--- src/hdl/a32_pkg.sv ---
`timescale 1ns / 1ps
// ----------------------------------------------------------------------------
// a32_pkg: shared constants for the Adler-32 multi-byte checksum block
// Holds the modulus, the folding constant and the reset defaults.
// ----------------------------------------------------------------------------
package a32_pkg;

	// Adler-32 modulus and 2^16 mod 65521, used to fold the upper bits.
	localparam logic [16:0] ADLER_BASE = 17'd65521;
	localparam logic [16:0] FOLD_K     = 17'd15;

	// Reset value of the seed register: s2 = 0, s1 = 1.
	localparam logic [31:0] SEED_RESET = 32'h0000_0001;

	// Default number of byte lanes per item.
	localparam int DEFAULT_LANES = 8;

	// Number of entries in the queue between front and back.
	localparam int QUEUE_DEPTH = 2;

	// Width of one queue entry: last flag, count, byte sum and weighted sum.
	function automatic int a32_front_w(int l);
		return 1 + $clog2(l + 1) + $clog2(l * 255 + 1)
			+ $clog2(l * (l + 1) / 2 * 255 + 1);
	endfunction

endpackage

--- src/hdl/adler32_multi_byte.sv ---
`timescale 1ns / 1ps
// ----------------------------------------------------------------------------
// adler32_multi_byte: Adler-32 checksum, up to LANES bytes per item
// Input items carry data_bytes, byte_count and last_item on a valid/ready
// channel; byte 0 in bits 7:0 comes first in the stream. Each item updates
// s1 and s2 modulo 65521. A last item returns s2 << 16 | s1 on the checksum
// channel and reloads the sums from the seed register.
//
// The seed is written through seed_we / seed_wdata while no message is in
// flight; it takes effect at the next reload. Reset sets the seed to 1 and
// the sums to s1 = 1, s2 = 0, and empties the queue and the result slot.
//
// Throughput is one item per cycle while the queue has room. The front forms
// the lane sums and puts the item in a two-entry queue; the back applies it
// to s1 and s2 in a single modular update that sets the one-item-per-cycle
// figure. An accepted item is registered in the queue, and the checksum of a
// last item is registered in the result slot. While the receiver stalls, the
// back keeps taking items that are not last; a last item waits in the queue
// until the result slot frees, and in_ready drops once the queue is full.
// ----------------------------------------------------------------------------
module adler32_multi_byte #(
	parameter int LANES = a32_pkg::DEFAULT_LANES
) (
	input  logic        clk,
	input  logic        arst_n,
	input  logic        seed_we,
	input  logic [31:0] seed_wdata,
	input  logic        in_valid,
	output logic        in_ready,
	input  logic [63:0] data_bytes,
	input  logic [3:0]  byte_count,
	input  logic        last_item,
	output logic        out_valid,
	input  logic        out_ready,
	output logic [31:0] checksum
);
	import a32_pkg::*;

	localparam int ENTRY_W = a32_front_w(LANES);

	logic [31:0]        seed_q;
	logic [ENTRY_W-1:0] entry;
	logic [ENTRY_W-1:0] head;
	logic               q_full;
	logic               q_valid;
	logic               push;
	logic               pop;

	// Seed register.
	always_ff @(posedge clk or negedge arst_n) begin
		if (!arst_n) begin
			seed_q <= SEED_RESET;
		end else if (seed_we) begin
			seed_q <= seed_wdata;
		end
	end

	assign in_ready = !q_full;
	assign push     = in_valid && !q_full;

	a32_front #(
		.LANES (LANES)
	) u_front (
		.data_bytes (data_bytes),
		.byte_count (byte_count),
		.last_item  (last_item),
		.entry      (entry)
	);

	a32_queue #(
		.WIDTH (ENTRY_W),
		.DEPTH (QUEUE_DEPTH)
	) u_queue (
		.clk       (clk),
		.arst_n    (arst_n),
		.push      (push),
		.push_data (entry),
		.full      (q_full),
		.pop       (pop),
		.head      (head),
		.not_empty (q_valid)
	);

	a32_back #(
		.LANES (LANES),
		.WIDTH (ENTRY_W)
	) u_back (
		.clk        (clk),
		.arst_n     (arst_n),
		.seed       (seed_q),
		.head       (head),
		.head_valid (q_valid),
		.pop        (pop),
		.out_valid  (out_valid),
		.out_ready  (out_ready),
		.checksum   (checksum)
	);

endmodule

--- src/hdl/a32_front.sv ---
`timescale 1ns / 1ps
// ----------------------------------------------------------------------------
// a32_front: item classification and lane sums
// Saturates the byte count, masks the unused lanes and forms the plain byte
// sum and the position-weighted byte sum of one item.
// ----------------------------------------------------------------------------
module a32_front #(
	parameter int LANES = a32_pkg::DEFAULT_LANES
) (
	input  logic [63:0]                             data_bytes,
	input  logic [3:0]                              byte_count,
	input  logic                                    last_item,
	output logic [a32_pkg::a32_front_w(LANES)-1:0]  entry
);
	import a32_pkg::*;

	localparam int CNT_W = $clog2(LANES + 1);
	localparam int B_W   = $clog2(LANES * 255 + 1);
	localparam int W_W   = $clog2(LANES * (LANES + 1) / 2 * 255 + 1);
	localparam int PW    = CNT_W + B_W;
	localparam int DW    = LANES * 8;

	logic [DW-1:0]    lane_data;
	logic [4:0]       cnt_ext;
	logic [4:0]       cnt_sat;
	logic [CNT_W-1:0] n;
	logic [B_W-1:0]   bsum;
	logic [PW-1:0]    psum;
	logic [PW-1:0]    nb;
	logic [PW-1:0]    wfull;

	// Lanes past the 64-bit data word read as zero bytes.
	generate
		if (DW >= 64) begin : g_wide
			assign lane_data = DW'(data_bytes);
		end else begin : g_narrow
			assign lane_data = data_bytes[DW-1:0];
		end
	endgenerate

	// A count above the lane number saturates to the lane number.
	always_comb begin
		cnt_ext = {1'b0, byte_count};
		cnt_sat = (cnt_ext > 5'(LANES)) ? 5'(LANES) : cnt_ext;
		n = cnt_sat[CNT_W-1:0];
	end

	// Byte sum and index-weighted sum over the valid lanes.
	always_comb begin
		logic [7:0] mb;
		bsum = '0;
		psum = '0;
		for (int i = 0; i < LANES; i++) begin
			mb = (i < int'(n)) ? lane_data[8*i +: 8] : 8'd0;
			bsum = bsum + B_W'(mb);
			psum = psum + PW'(mb) * PW'(CNT_W'(i));
		end
	end

	// The weight of lane i is n - i, so the weighted sum is n*B minus the
	// index-weighted sum.
	always_comb begin
		nb    = PW'(n) * PW'(bsum);
		wfull = nb - psum;
	end

	assign entry = {last_item, n, bsum, wfull[W_W-1:0]};

endmodule

--- src/hdl/a32_queue.sv ---
`timescale 1ns / 1ps
// ----------------------------------------------------------------------------
// a32_queue: short queue between the front and the back
// A small register queue that lets either side stall on its own.
// ----------------------------------------------------------------------------
module a32_queue #(
	parameter int WIDTH = 8,
	parameter int DEPTH = a32_pkg::QUEUE_DEPTH
) (
	input  logic             clk,
	input  logic             arst_n,
	input  logic             push,
	input  logic [WIDTH-1:0] push_data,
	output logic             full,
	input  logic             pop,
	output logic [WIDTH-1:0] head,
	output logic             not_empty
);
	import a32_pkg::*;

	localparam int PTR_W = (DEPTH > 1) ? $clog2(DEPTH) : 1;
	localparam int CNT_W = $clog2(DEPTH + 1);

	logic [WIDTH-1:0] mem_q [DEPTH];
	logic [PTR_W-1:0] wr_ptr_q;
	logic [PTR_W-1:0] rd_ptr_q;
	logic [CNT_W-1:0] count_q;

	assign full      = (count_q == CNT_W'(DEPTH));
	assign not_empty = (count_q != '0);
	assign head      = mem_q[rd_ptr_q];

	// Storage write.
	always_ff @(posedge clk) begin
		if (push) begin
			mem_q[wr_ptr_q] <= push_data;
		end
	end

	// Pointers and fill count.
	always_ff @(posedge clk or negedge arst_n) begin
		if (!arst_n) begin
			wr_ptr_q <= '0;
			rd_ptr_q <= '0;
			count_q  <= '0;
		end else begin
			if (push) begin
				wr_ptr_q <= (wr_ptr_q == PTR_W'(DEPTH - 1)) ? '0 : wr_ptr_q + 1'b1;
			end
			if (pop) begin
				rd_ptr_q <= (rd_ptr_q == PTR_W'(DEPTH - 1)) ? '0 : rd_ptr_q + 1'b1;
			end
			if (push && !pop) begin
				count_q <= count_q + 1'b1;
			end else if (pop && !push) begin
				count_q <= count_q - 1'b1;
			end
		end
	end

endmodule

--- src/hdl/a32_back.sv ---
`timescale 1ns / 1ps
// ----------------------------------------------------------------------------
// a32_back: running sums and result register
// Applies one item per cycle, while no last item waits on a full result slot,
// to s1 and s2 modulo 65521, holding a last item's checksum until it is taken.
// ----------------------------------------------------------------------------
module a32_back #(
	parameter int LANES = a32_pkg::DEFAULT_LANES,
	parameter int WIDTH = 8
) (
	input  logic             clk,
	input  logic             arst_n,
	input  logic [31:0]      seed,
	input  logic [WIDTH-1:0] head,
	input  logic             head_valid,
	output logic             pop,
	output logic             out_valid,
	input  logic             out_ready,
	output logic [31:0]      checksum
);
	import a32_pkg::*;

	localparam int CNT_W = $clog2(LANES + 1);
	localparam int B_W   = $clog2(LANES * 255 + 1);
	localparam int W_W   = $clog2(LANES * (LANES + 1) / 2 * 255 + 1);
	localparam int P_W   = CNT_W + 16;
	localparam int T_W   = $clog2(65535 * (LANES + 1) + LANES * (LANES + 1) / 2 * 255 + 1);
	localparam int H_W   = T_W - 16;

	logic             last;
	logic [CNT_W-1:0] n;
	logic [B_W-1:0]   bsum;
	logic [W_W-1:0]   wsum;

	logic [15:0]      s1_q;
	logic [15:0]      s2_q;
	logic             out_valid_q;
	logic [31:0]      checksum_q;

	logic [16:0]      a_sum;
	logic [15:0]      s1_new;
	logic [P_W-1:0]   prod;
	logic [T_W-1:0]   t_sum;
	logic [H_W-1:0]   t_hi;
	logic [16:0]      fold;
	logic [15:0]      s2_new;

	assign {last, n, bsum, wsum} = head;

	// A last item needs a free result slot; other items always go.
	assign pop = head_valid && (!last || !out_valid_q || out_ready);

	// s1: one add, then one conditional subtract of the modulus.
	always_comb begin
		a_sum  = {1'b0, s1_q} + 17'(bsum);
		s1_new = (a_sum >= ADLER_BASE) ? 16'(a_sum - ADLER_BASE) : a_sum[15:0];
	end

	// s2: add the weighted sum and count times old s1, fold the bits above
	// 16 with 2^16 = 15 mod 65521, then one conditional subtract.
	always_comb begin
		prod  = P_W'(n) * P_W'(s1_q);
		t_sum = T_W'(s2_q) + T_W'(wsum) + T_W'(prod);
		t_hi  = t_sum[T_W-1:16];
		fold  = 17'(t_sum[15:0]) + 17'(t_hi) * FOLD_K;
		s2_new = (fold >= ADLER_BASE) ? 16'(fold - ADLER_BASE) : fold[15:0];
	end

	// Running sums; a last item reloads them from the seed.
	always_ff @(posedge clk or negedge arst_n) begin
		if (!arst_n) begin
			s1_q <= SEED_RESET[15:0];
			s2_q <= SEED_RESET[31:16];
		end else if (pop) begin
			if (last) begin
				s1_q <= seed[15:0];
				s2_q <= seed[31:16];
			end else begin
				s1_q <= s1_new;
				s2_q <= s2_new;
			end
		end
	end

	// Result register.
	always_ff @(posedge clk or negedge arst_n) begin
		if (!arst_n) begin
			out_valid_q <= 1'b0;
		end else if (pop && last) begin
			out_valid_q <= 1'b1;
		end else if (out_ready) begin
			out_valid_q <= 1'b0;
		end
	end

	always_ff @(posedge clk) begin
		if (pop && last) begin
			checksum_q <= {s2_new, s1_new};
		end
	end

	assign out_valid = out_valid_q;
	assign checksum  = checksum_q;

endmodule

--- config.mk ---
export PLATFORM = sky130hd
export DESIGN_NAME = adler32_multi_byte
export DESIGN_NICKNAME = d
export VERILOG_FILES = /design/src/hdl/a32_pkg.sv /design/src/hdl/adler32_multi_byte.sv /design/src/hdl/a32_front.sv /design/src/hdl/a32_queue.sv /design/src/hdl/a32_back.sv
export SDC_FILE = /design/constraint.sdc
export NUM_CORES = 1
export LEC_CHECK = 0
export BUFFER_PORTS_ARGS = -buffer_cell sky130_fd_sc_hd__buf_2
export CAP_MARGIN = 10
export CORE_MARGIN = 2
export CORE_UTILIZATION = 57
export CTS_CLUSTER_DIAMETER = 120
export DETAILED_ROUTE_END_ITERATION = 10
export GPL_ROUTABILITY_DRIVEN = 0
export PLACE_DENSITY = 0.79
export SYNTH_ARGS = -nofsm -noshare
export SYNTH_HDL_FRONTEND = slang
export SYNTH_SLANG_ARGS = --single-unit
--- constraint.sdc ---
create_clock -name clk -period 9.5 [get_ports clk]
set_input_delay 0.95 -clock clk [delete_from_list [all_inputs] [get_ports clk]]
set_output_delay 0.95 -clock clk [all_outputs]
set_load 0.005 [all_outputs]
== After elaboration in Yosys (flattened, before gate mapping) ==
Memory sizes are Yosys's and may differ from the RTL's.
Index checks and enable logic that the tools add are counted.
Word-level totals
  register bits after elaboration: 101
  logic and storage cells: 88
  bits in writable memories: 60
  memories kept: 1
  output and inout bits: 34
Memories
  u_queue.mem_q: depth 2, width 30, rd ports 1, clocked after Yosys merged registers in 0, write ports 1, line a32_queue.sv:24  | logic [WIDTH-1:0] mem_q [DEPTH];
Cells by class
  order comparisons: 11
  muxes and demuxes: 21
  equal/unequal tests: 1
  reductions and logical operators: 15
  $add $sub $neg: 24
  multiply operators: 7
Operators by type and width (number)
  adder 11 x 8 -> 11 bit: 6
  two-way mux 16 bit: 4
  two-way mux 8 bit: 8
  adder 14 x 11 -> 14 bit: 3
  >= comparator 17 x 16 -> 1 bit (second input constant): 2
  subtractor 16 bit (second input constant): 2
  adder 14 x 10 -> 14 bit: 2
  multiplier 8 x 3 -> 11 bit (second input constant): 2
  adder 20 bit: 1
  multiplier 4 x 16 -> 20 bit: 1
  multiplier 8 x 2 -> 10 bit (second input constant): 2
  adder 16 x 11 -> 17 bit: 1
  adder 16 x 14 -> 17 bit: 1
  adder 16 x 8 -> 17 bit: 1
  < comparator 3 x 4 -> 1 bit (first input constant): 4
  multiplier 4 x 11 -> 14 bit: 1
  subtractor 14 bit: 1
  adder 8 x 9 -> 10 bit: 1
  adder 8 x 8 -> 9 bit: 1
  < comparator 1 x 4 -> 1 bit (first input constant): 2
  < comparator 2 x 4 -> 1 bit (first input constant): 2
  multiplier 4 x 4 -> 8 bit (second input constant): 1
  two-way mux 1 bit: 6
  nonzero test 2 bit: 3
  other kinds (10): 21

== Logic depth before layout (Yosys ltp) ==
Gate-level depths: netlist (run 1).
  word-level depth: 13
  gate-level depth with buffers: 44
  gate-level depth less buffers: 41

== Modules after synthesis ==
A second synthesis (run 1) with hierarchy kept.
Second synthesis, totals
  cells, all modules: 1742
  area total of the unflattened synthesis: 17571.9 µm²
By module, submodules not included
  a32_back: instances 1, cells each 874, area an instance 7729.9 µm²
  a32_front: instances 1, cells each 689, area an instance 6123.4 µm²
  a32_queue: instances 1, cells each 109, area an instance 2362.3 µm²
  adler32_multi_byte: instances 1, cells each 70, area an instance 1356.3 µm²

== Worst setup path after synthesis (run 1) ==
No wires, ideal clock.
  path kind: input-to-reg
  start point: in byte_count[3]
  end point: mem u_queue.mem_q[0][13] (netlist name), data pin
  data required time: 9236 ps
  setup slack: -1664 ps
  library setup time: 264 ps
  stages: 40
  buffers on the path: 1
  arrival time: 10900 ps
  path through: clkbuf_1 > or2_2 > nor3_1 > nand2b_1 > inv_1 > ha_1 > a21o_1 > a21oi_1 > o21ai_0 > a21oi_1 > o21bai_1 > a21oi_1 > xnor2_1 > fa_1 > inv_1 > fa_1 > inv_1 > fa_1 > [4 not listed] > nand2_1 > o21ai_0 > xor2_1 > nand2_1 > fa_1 > fa_1 > fa_1 > fa_1 > inv_1 > fa_1 > inv_1 > fa_1 > inv_1 > ha_1 > a21oi_1 > o21ai_0 > o41a_1 > xnor2_1
Between the ends
  longest elaborated chain between the ends: 13
RTL lines
  start: declaration: line adler32_multi_byte.sv:31  | input logic [3:0] byte_count,
  greater-than comparator 4 bit: line a32_front.sv:44  | cnt_sat = (cnt_ext > 5'(LANES)) ? 5'(LANES) : cnt_ext;
  two-way mux 4 bit *: line a32_front.sv:44
  < comparator 1 x 4 -> 1 bit: line a32_front.sv:54  | mb = (i < int'(n)) ? lane_data[8*i +: 8] : 8'd0;
  two-way mux 8 bit: line a32_front.sv:54
  adder 8 x 8 -> 9 bit: line a32_front.sv:55  | bsum = bsum + B_W'(mb);
  adder 11 x 8 -> 11 bit (5 in a row): line a32_front.sv:55
  adder 11 x 8 -> 11 bit *: line a32_front.sv:55
  via entry[22]: line adler32_multi_byte.sv:42  | logic [ENTRY_W-1:0] entry;
  multiplier 4 x 11 -> 14 bit *: line a32_front.sv:63  | nb = PW'(n) * PW'(bsum);
  subtractor 14 bit *: line a32_front.sv:64  | wfull = nb - psum;
  via entry[13]: line adler32_multi_byte.sv:42
  end: declaration: line a32_queue.sv:24
The timed path passes the listed nets; every way through them passes the cells marked *.

== Final worst setup path (run 1) ==
  start point: in byte_count[3]
  end point: mem u_queue.mem_q[1][12] (netlist name), data pin
Same word-level chain as after synthesis.

==> results of run 1 <==
-- logic make-up after synthesis --
family,count (synthesis)
XOR/XNOR,112
flip-flops,161
AND/OR/NAND/NOR,421
multiplexers,68
adder cells (fa/ha/maj),355
AO/OA/AOI/OAI,251
buffers and inverters,359
-- final cells by class --
type                            count  area (um2)  area share (%)
Clock buffer                       17         425            1.90
Clock inverter                     15         204           0.911
Inverter                          317        1190            5.31
Multi-Input combinational cell   1207       12800            57.2
Sequential cell                   161        4490            20.1
Tap cell                          396         495            2.21
Timing Repair Buffer              398        2770            12.4
-- state kept, by name (all words and copies together), names as in the netlist --
name and count:
u_queue.rd_ptr_q 1, u_back.s1_q 16, u_queue.mem_q 60, u_queue.wr_ptr_q 1, seed_q 32, u_back.checksum 32
u_back.out_valid 1, u_back.s2_q 16, u_queue.count_q 2
-- worst paths after layout --
kind	start	endpoint	slack (ns)	depth (start not counted)
max in group asynchronous	arst_n	u_queue.rd_ptr_q	8.08	2
hold reg to reg	seed_q[22]	seed_q[22]	0.51	1
hold / removal	seed_q[22]	seed_q[22]	0.51	1
min in group asynchronous	arst_n	u_back.s1_q[13]	0.72	2
setup reg to reg	u_queue.rd_ptr_q	u_back.s2_q[6]	-0.13	40
setup / recovery	byte_count[3]	u_queue.mem_q[1][12]	-0.58	39
-- routing by layer --
layer | global-route usage (%) | part of all wire [%] | vias to the layer above
li1 | - | - | 6467
met1 | 33.3 | 38 | 7043
met2 | 53.0 | 53 | 565
met3 | 3.58 | 4.5 | 160
met4 | 13.9 | 5.0 | 0
met5 | 0 | 0 | -
-- repair_timing --
item | CTS | global route
pin swaps | 87 | 106
setup endpoints to repair | 42 | 48
resized for setup | 66 | 104
buffers inserted | 27 | 21
-- through the flow --
stage | utilization [%] | hold WS, ns
after floorplan | - | 0.461
after global placement | 67.7 | 0.483
after detailed placement | 67.7 | 0.490
after CTS | 71.4 | 0.512
after global routing | 73.6 | 0.530
final | 73.6 | 0.507
-- cell usage in the layout, fill, tap and decap left out, drive strengths merged, types with 7 or more instances in the layout --
| master | Yosys | layout |
|---|---|---|
| a211oi | 11 | 11 |
| a21o | 34 | 34 |
| a21oi | 62 | 62 |
| a221o | 22 | 22 |
| a31oi | 8 | 8 |
| and2 | 44 | 44 |
| and3 | 33 | 33 |
| buf | 9 | 398 |
| clkbuf | 33 | 17 |
| clkinv | 0 | 10 |
| dfrtp | 67 | 67 |
| edfxtp | 92 | 92 |
| fa | 201 | 201 |
| ha | 154 | 154 |
| inv | 317 | 322 |
| mux2 | 64 | 64 |
| nand2 | 135 | 135 |
| nand2b | 16 | 16 |
| nand3 | 18 | 18 |
| nor2 | 68 | 68 |
| nor2b | 41 | 41 |
| nor3 | 19 | 19 |
| o21a | 10 | 10 |
| o21ai | 29 | 29 |
| o21bai | 20 | 20 |
| o31ai | 9 | 9 |
| or2 | 7 | 7 |
| xnor2 | 66 | 66 |
| xor2 | 46 | 46 |
==> flow_summary.json, run 1 <==
{
  "status": "complete, but fails checks",
  "failed_checks": "negative setup slack",
  "pre_cts_ws_ns": -1.02,
  "synthCells": 1727,
  "dpl_cell_area_mm2": 0.0206,
  "start_util_pct": 57.6,
  "yosys.area.top_type_share_pct": 23.0,
  "post-place-cells": 2435,
  "fillCellCount": 2013,
  "synthAdderAreaFrac_pct": 34.0,
  "end_kind": "register",
  "die_area_mm2": 0.0322,
  "setup_viol": 27,
  "path_max_fanout": 4,
  "grt_pass1_vias": 14800,
  "ys_seq_area_share_pct": 25.6,
  "row_count": 64,
  "final_cells": 2511,
  "insertion_delay_ns": 0.45,
  "syn_area_mm2": 0.0175,
  "synth.avg_cell_area_um2": 10.1,
  "synth_seq_cells": 161,
  "yosysTopAreaCell": "fa_1",
  "cpMostUsedCell": "fa_1",
  "vias_per_cell": 5.67,
  "dp_hpwl_um": 35700,
  "synthMuxAreaShare_pct": 4.34,
  "antenna_found_initial": 0,
  "synth_ff_type": "edfxtp_1",
  "synth_compound_area_share_pct": 10.4,
  "slowest_delay_ns": 0.62,
  "max_slew_margin_pct": 10.5,
  "core_mm2": 0.0304,
  "yosysWarnings": 0,
  "hp-class": "reg -> reg",
  "finalCriticalPeriod_ns": 10.08,
  "overflow": 0,
  "drive_gt1_share_pct": 32.3,
  "h-tree-depth": 4,
  "fmax_mhz": 99.2,
  "worst_slack_ns": -0.584,
  "drc_errors": 0,
  "postLayoutCellArea_mm2": 0.0224,
  "cts_buffer_depth": 2,
  "cpMaxStageDelayCell": "fa_1",
  "hold_buffers": 0,
  "die_h_um": 179,
  "grt_setup_unrepaired": "yes",
  "num_vias": 14200,
  "globalRouteTotalUtil_pct": 28.9,
  "diodes": 0,
  "grt_max_degree": 70,
  "clock-sinks": 161,
  "yosysMostFrequentCell": "inv_1",
  "required_ns": 9.69,
  "crit_buf_inv": 9,
  "arrival_ns": 10.27,
  "numCtsBuffers": 17,
  "skew_ns": 0.0140,
  "synthArstFlopShare_pct": 42.9,
  "tightest_slew_ns": 1.34,
  "syn_nets": 2188,
  "start_kind": "input port",
  "drt_iter0_markers": 1023,
  "cts-root-buf": "clkbuf_16",
  "fin_nets": 2563,
  "synth_simple_gate_area_share_pct": 12.3,
  "synth_top_family_by_area": "adder cells",
  "synth_common_cells": "inv_1, fa_1, ha_1",
  "layout-area-overhead-vs-synth_pct": 27.8,
  "postRouteAntennaNets": 0,
  "crit_family": "adder cells",
  "post_drt_wl_per_cell_um": 19.0,
  "synth_area_leaders": "fa_1, edfxtp_1, ha_1",
  "max-cap-violations": 0,
  "fp.dieW_um": 179,
  "drt-total-wl_um": 47800,
  "report.final.hold_viol_count": 0,
  "cts_tree": "yes",
  "report.final.slew_viol_count": 0,
  "clk_pin_slew_ns": 0.07,
  "port_buffers": 139,
  "synth.distinct_cells": 76,
  "synth-xor-area-share_pct": 5.64,
  "dr.pass1.iters": 7,
  "grt_pass1_wl_um": 71900,
  "fin_tns_setup_ns": -5.98,
  "synth_edf_count": 92,
  "io_pins": 140,
  "period_share_pct": 106,
  "critical_path_class": "in -> reg"
}
Power of run 1 is not shown: default switching activity piles up to over one toggle a cycle in this logic, so the estimate is an artifact.
==> run 2: changes to the inputs <==
--- a/config.mk
+++ b/config.mk
@@ -8,11 +8,11 @@
 export BUFFER_PORTS_ARGS = -buffer_cell sky130_fd_sc_hd__buf_2
 export CAP_MARGIN = 10
 export CORE_MARGIN = 2
-export CORE_UTILIZATION = 57
+export CORE_UTILIZATION = 25
 export CTS_CLUSTER_DIAMETER = 120
 export DETAILED_ROUTE_END_ITERATION = 10
 export GPL_ROUTABILITY_DRIVEN = 0
-export PLACE_DENSITY = 0.79
+export SETUP_SLACK_MARGIN = 0.1
 export SYNTH_ARGS = -nofsm -noshare
 export SYNTH_HDL_FRONTEND = slang
 export SYNTH_SLANG_ARGS = --single-unit
==> run 2 against run 1 <==
The run still ends with negative setup slack left. Cell count rose by 21%. Clock skew barely moved. Hold slack got worse by 0.0037 ns. Die area rose by 120%. Flip-flop and latch count did not move. Count of clock-buffer cells in the layout rose by 1. Global-route usage fell by 16 points. First-iteration DRC count fell by 34%. Non-clock buffer count fell by 18. Via count fell by 6.1%. Critical path type unchanged. Critical endpoint is now u_queue.mem_q[0][13].
==> flow_summary.json, run 2 (synthesis results as in run 1) <==
{
  "failed_checks": "negative setup slack",
  "vias_per_cell": 4.40,
  "arrival_ns": 10.13,
  "worstHoldStart": "seed_q[17]",
  "cts_tree": "yes",
  "drive_gt1_share_pct": 31.4,
  "setup_viol": 21,
  "diodes": 0,
  "report.final.hold_viol_count": 0,
  "seq_area_mm2": 0.00449,
  "antenna_found_initial": 0,
  "grt_max_degree": 70,
  "dr.pass1.iters": 7,
  "hp-class": "reg -> reg",
  "cpMostUsedCell": "fa_1",
  "multiInputGateArea_mm2": 0.0128,
  "path_max_fanout": 4,
  "dpl_cell_area_mm2": 0.0212,
  "routed-wl-met2_um": 23300,
  "clock-sinks": 161,
  "hold-path-endpoint": "seed_q[17]",
  "io_pins": 140,
  "fp.dieW_um": 269,
  "fmax_mhz": 101,
  "max-cap-violations": 0,
  "layout-area-overhead-vs-synth_pct": 30.1,
  "dp_hpwl_um": 38600,
  "cts-root-buf": "clkbuf_16",
  "insertion_delay_ns": 0.47,
  "row_count": 97,
  "r2r_end": "u_back.s2_q[6]",
  "status": "complete, but fails checks",
  "end_kind": "register",
  "overflow": 0,
  "fin_nets": 2545,
  "clk_pin_slew_ns": 0.07,
  "post_drt_wl_per_cell_um": 15.4,
  "die_area_mm2": 0.0722,
  "final_cell_mix": "inv_1, buf_4, fa_1",
  "fillCellCount": 7105,
  "postRouteAntennaNets": 0,
  "met1_length_um": 20400,
  "start_kind": "input port",
  "report.final.slew_viol_count": 0,
  "h-tree-depth": 4,
  "fin_tns_setup_ns": -3.41,
  "cp-startpoint": "byte_count[3]",
  "drc_errors": 0,
  "rrSetupSlack_ns": -0.14,
  "period_share_pct": 104,
  "tightest_slew_ns": 1.21,
  "drt-total-wl_um": 46700,
  "worstHoldPathCells": 1,
  "largest_register": "u_queue.mem_q",
  "cts_buffer_depth": 2,
  "rr_startpoint": "u_queue.rd_ptr_q",
  "r2r_cells": 38,
  "hold_ws_ns": 0.504,
  "grt_pass1_vias": 14500,
  "largest_reg_flops": 60,
  "finalCriticalPeriod_ns": 9.92,
  "required_ns": 9.71,
  "critical_path_class": "in -> reg",
  "top_layer": "met4",
  "globalRouteTotalUtil_pct": 13.2,
  "core_mm2": 0.0697,
  "drt_iter0_markers": 675,
  "grt_setup_unrepaired": "yes",
  "slowest_delay_ns": 0.55,
  "final_util_pct": 32.7,
  "final_common_cell": "inv_1",
  "max_slew_margin_pct": 18.9,
  "numCtsBuffers": 17,
  "crit_buf_inv": 12,
  "met3_wirelength_um": 1680,
  "hold_buffers": 0,
  "num_vias": 13400,
  "start_util_pct": 25.1,
  "worst_slack_ns": -0.415,
  "die_h_um": 269,
  "crit_family": "adder cells",
  "cpMaxStageDelayCell": "fa_2",
  "postLayoutCellArea_mm2": 0.0228,
  "skew_ns": 0.0144,
  "grt_pass1_wl_um": 74500,
  "port_buffers": 139
}
run 2: per-layer routing:
layer	vias to the layer above	global-route usage [%]
met3	58	1.50
met4	0	4.73
met5	-	0
met2	316	23.3
li1	6423	-
met1	6573	16.5
run 2: layout make-up:
type	instances	share of cell area, %
multi-input combinational	1207	56.0
sequential	161	19.7
timing repair buffer	380	11.4
inverter	317	5.23
tap	940	5.16
clock buffer	18	1.88
clock inverter	14	0.620
run 2: worst max-delay path by stage:
stage                     slack, ns                    to  depth (start not counted)
final                         -0.42  u_queue.mem_q[0][13]                         41
after detailed placement      -0.96  u_queue.mem_q[0][13]                         39
after CTS                     -0.29  u_queue.mem_q[1][13]                         42
after floorplan               -0.59  u_queue.mem_q[0][13]                         40
after global placement        -0.78  u_queue.mem_q[0][13]                         40
after global routing          -0.72  u_queue.mem_q[1][13]                         40
run 2: through the flow:
stage	std cells	worst slack, ns
global route	3037	-0.724
detailed placement	2970	-0.961
finish	3037	-0.415
global placement	2970	-0.778
CTS	3022	-0.293
floorplan	1727	-0.595
run 2: worst reg2reg max path, delay by kind of cell (launching register included):
family                   cells  cell delay (ns)
AO/OA/AOI/OAI               20             3.83
XOR/XNOR                     3             0.62
AND/OR/NAND/NOR              5             1.02
multiplexers                 1             0.34
flip-flops                   1             0.45
adder cells (fa/ha/maj)      8             3.21
buffers and inverters        1             0.05
run 2: repair_timing:
item,CTS,global route
setup buffers,21,17
pin swaps,58,97
setup endpoints to repair,44,48
gates resized for setup,65,83
Power of run 2 is left out for the same reason.
==> run 3: changes to the inputs <==
--- a/config.mk
+++ b/config.mk
@@ -5,12 +5,12 @@
 export SDC_FILE = /design/constraint.sdc
 export NUM_CORES = 1
 export LEC_CHECK = 0
-export BUFFER_PORTS_ARGS = -buffer_cell sky130_fd_sc_hd__buf_2
 export CAP_MARGIN = 10
 export CORE_MARGIN = 2
 export CORE_UTILIZATION = 25
 export CTS_CLUSTER_DIAMETER = 120
 export DETAILED_ROUTE_END_ITERATION = 10
+export DONT_BUFFER_PORTS = 1
 export GPL_ROUTABILITY_DRIVEN = 0
 export SETUP_SLACK_MARGIN = 0.1
 export SYNTH_ARGS = -nofsm -noshare
==> run 3 against run 2 <==
The run still ends with negative setup slack left. Count of clock-buffer cells in the layout rose by 3. Non-clock buffer count fell by 152. Critical endpoint is now u_back.s2_q[6]. Largest cell class unchanged. Highest routed layer unchanged. Critical path depth fell by 3. Die area did not move. Register-to-register slack barely moved. Global-route usage fell by 0.28 points.
==> flow_summary.json, run 3 (synthesis results as in run 1) <==
{
  "antenna_found_initial": 4,
  "cts_tree": "yes",
  "period_share_pct": 101,
  "hold_ws_ns": 0.190,
  "finalCriticalPeriod_ns": 9.63,
  "arrival_ns": 9.97,
  "clk_pin_slew_ns": 0.06,
  "grt_pass1_wl_um": 72100,
  "path_max_fanout": 6,
  "start_kind": "register",
  "dr.pass1.iters": 5,
  "io_pins": 140,
  "hp-class": "in -> async",
  "layout-area-overhead-vs-synth_pct": 25.2,
  "status": "complete, but fails checks",
  "grt_max_degree": 70,
  "die_area_mm2": 0.0722,
  "cts-root-buf": "clkbuf_16",
  "port_buffers": 0,
  "crit_family": "compound AO/OA/AOI/OAI gates",
  "core_mm2": 0.0697,
  "insertion_delay_ns": 0.46,
  "num_vias": 12900,
  "setup_viol": 18,
  "drive_gt1_share_pct": 25.8,
  "globalRouteTotalUtil_pct": 12.9,
  "worst_slack_ns": -0.134,
  "grt_setup_unrepaired": "yes",
  "cpMostUsedCell": "a21o_1",
  "dp_hpwl_um": 38300,
  "row_count": 97,
  "h-tree-depth": 4,
  "overflow": 0,
  "report.final.hold_viol_count": 0,
  "seq_area_mm2": 0.00449,
  "fillCellCount": 7165,
  "largest_register": "u_queue.mem_q",
  "drc_errors": 0,
  "fin_tns_setup_ns": -1.01,
  "vias_per_cell": 4.45,
  "slowest_delay_ns": 0.60,
  "cts_buffer_depth": 2,
  "tightest_slew_ns": 1.14,
  "fin_nets": 2393,
  "final_cell_mix": "inv_1, buf_4, fa_1",
  "cpMaxStageDelayCell": "fa_1",
  "required_ns": 9.84,
  "drt_iter0_markers": 656,
  "post_drt_wl_per_cell_um": 15.8,
  "drt-total-wl_um": 45700,
  "fp.dieW_um": 269,
  "failed_checks": "negative setup slack",
  "multiInputGateArea_mm2": 0.0127,
  "clock-sinks": 161,
  "crit_buf_inv": 3,
  "start_util_pct": 25.1,
  "grt_pass1_vias": 13800,
  "final_common_cell": "inv_1",
  "report.final.slew_viol_count": 0,
  "rrSetupSlack_ns": -0.13,
  "numCtsBuffers": 17,
  "end_kind": "register",
  "postRouteAntennaNets": 0,
  "critical_path_class": "reg -> reg",
  "fmax_mhz": 104,
  "largest_reg_flops": 60,
  "max_slew_margin_pct": 24.1,
  "die_h_um": 269,
  "skew_ns": 0.0121,
  "max-cap-violations": 0
}
run 3: per-stage QoR:
step / utilization (%) / instance area [um2] / std cells / setup slack (ns)
2_1_floorplan: - / 18000 / 1727 / -0.595
3_3_place_gp: 29.3 / 20400 / 2812 / -0.642
3_5_place_dp: 29.3 / 20400 / 2812 / -0.798
4_1_cts: 31.0 / 21600 / 2873 / -0.190
5_1_grt: 31.5 / 21900 / 2887 / -0.485
6_report: 31.5 / 21900 / 2887 / -0.134
run 3: worst paths after layout:
path	cells after the start	startpoint	end
min in group clk	1	seed_q[22]	seed_q[22]
max	38	u_queue.rd_ptr_q	u_back.s2_q[6]
min	0	arst_n	seed_q[15]
max reg2reg	38	u_queue.rd_ptr_q	u_back.s2_q[6]
min reg2reg	1	seed_q[22]	seed_q[22]
max in group asynchronous	0	arst_n	seed_q[0]
run 3: cell type report:
type / count / area share, %
multi-input cells: 1207 / 57.8
flip-flops and latches: 161 / 20.5
repair buffers: 228 / 8.16
inverters: 317 / 5.44
well taps: 940 / 5.36
clock buffers: 21 / 2.05
clock inverters: 11 / 0.634
diodes: 2 / 0.0228
run 3: repair_timing:
| item | CTS | global route |
|---|---|---|
| cloned | 0 | 0 |
| pin swaps | 112 | 55 |
| hold buffers | 0 | 0 |
| gates resized for setup | 81 | 54 |
| endpoints found under the setup margin | 40 | 46 |
| setup buffers | 30 | 10 |
run 3: per-layer routing:
metal | routed length, um | share of wire (%) | vias up | track usage (%)
met5 | 0 | 0 | - | 0
met4 | 1310 | 2.9 | 0 | 4.70
met3 | 1570 | 3.4 | 67 | 1.56
met2 | 22500 | 49 | 290 | 22.6
met1 | 20300 | 44 | 6382 | 16.2
li1 | - | - | 6114 | -
Power of run 3 is left out for the same reason.
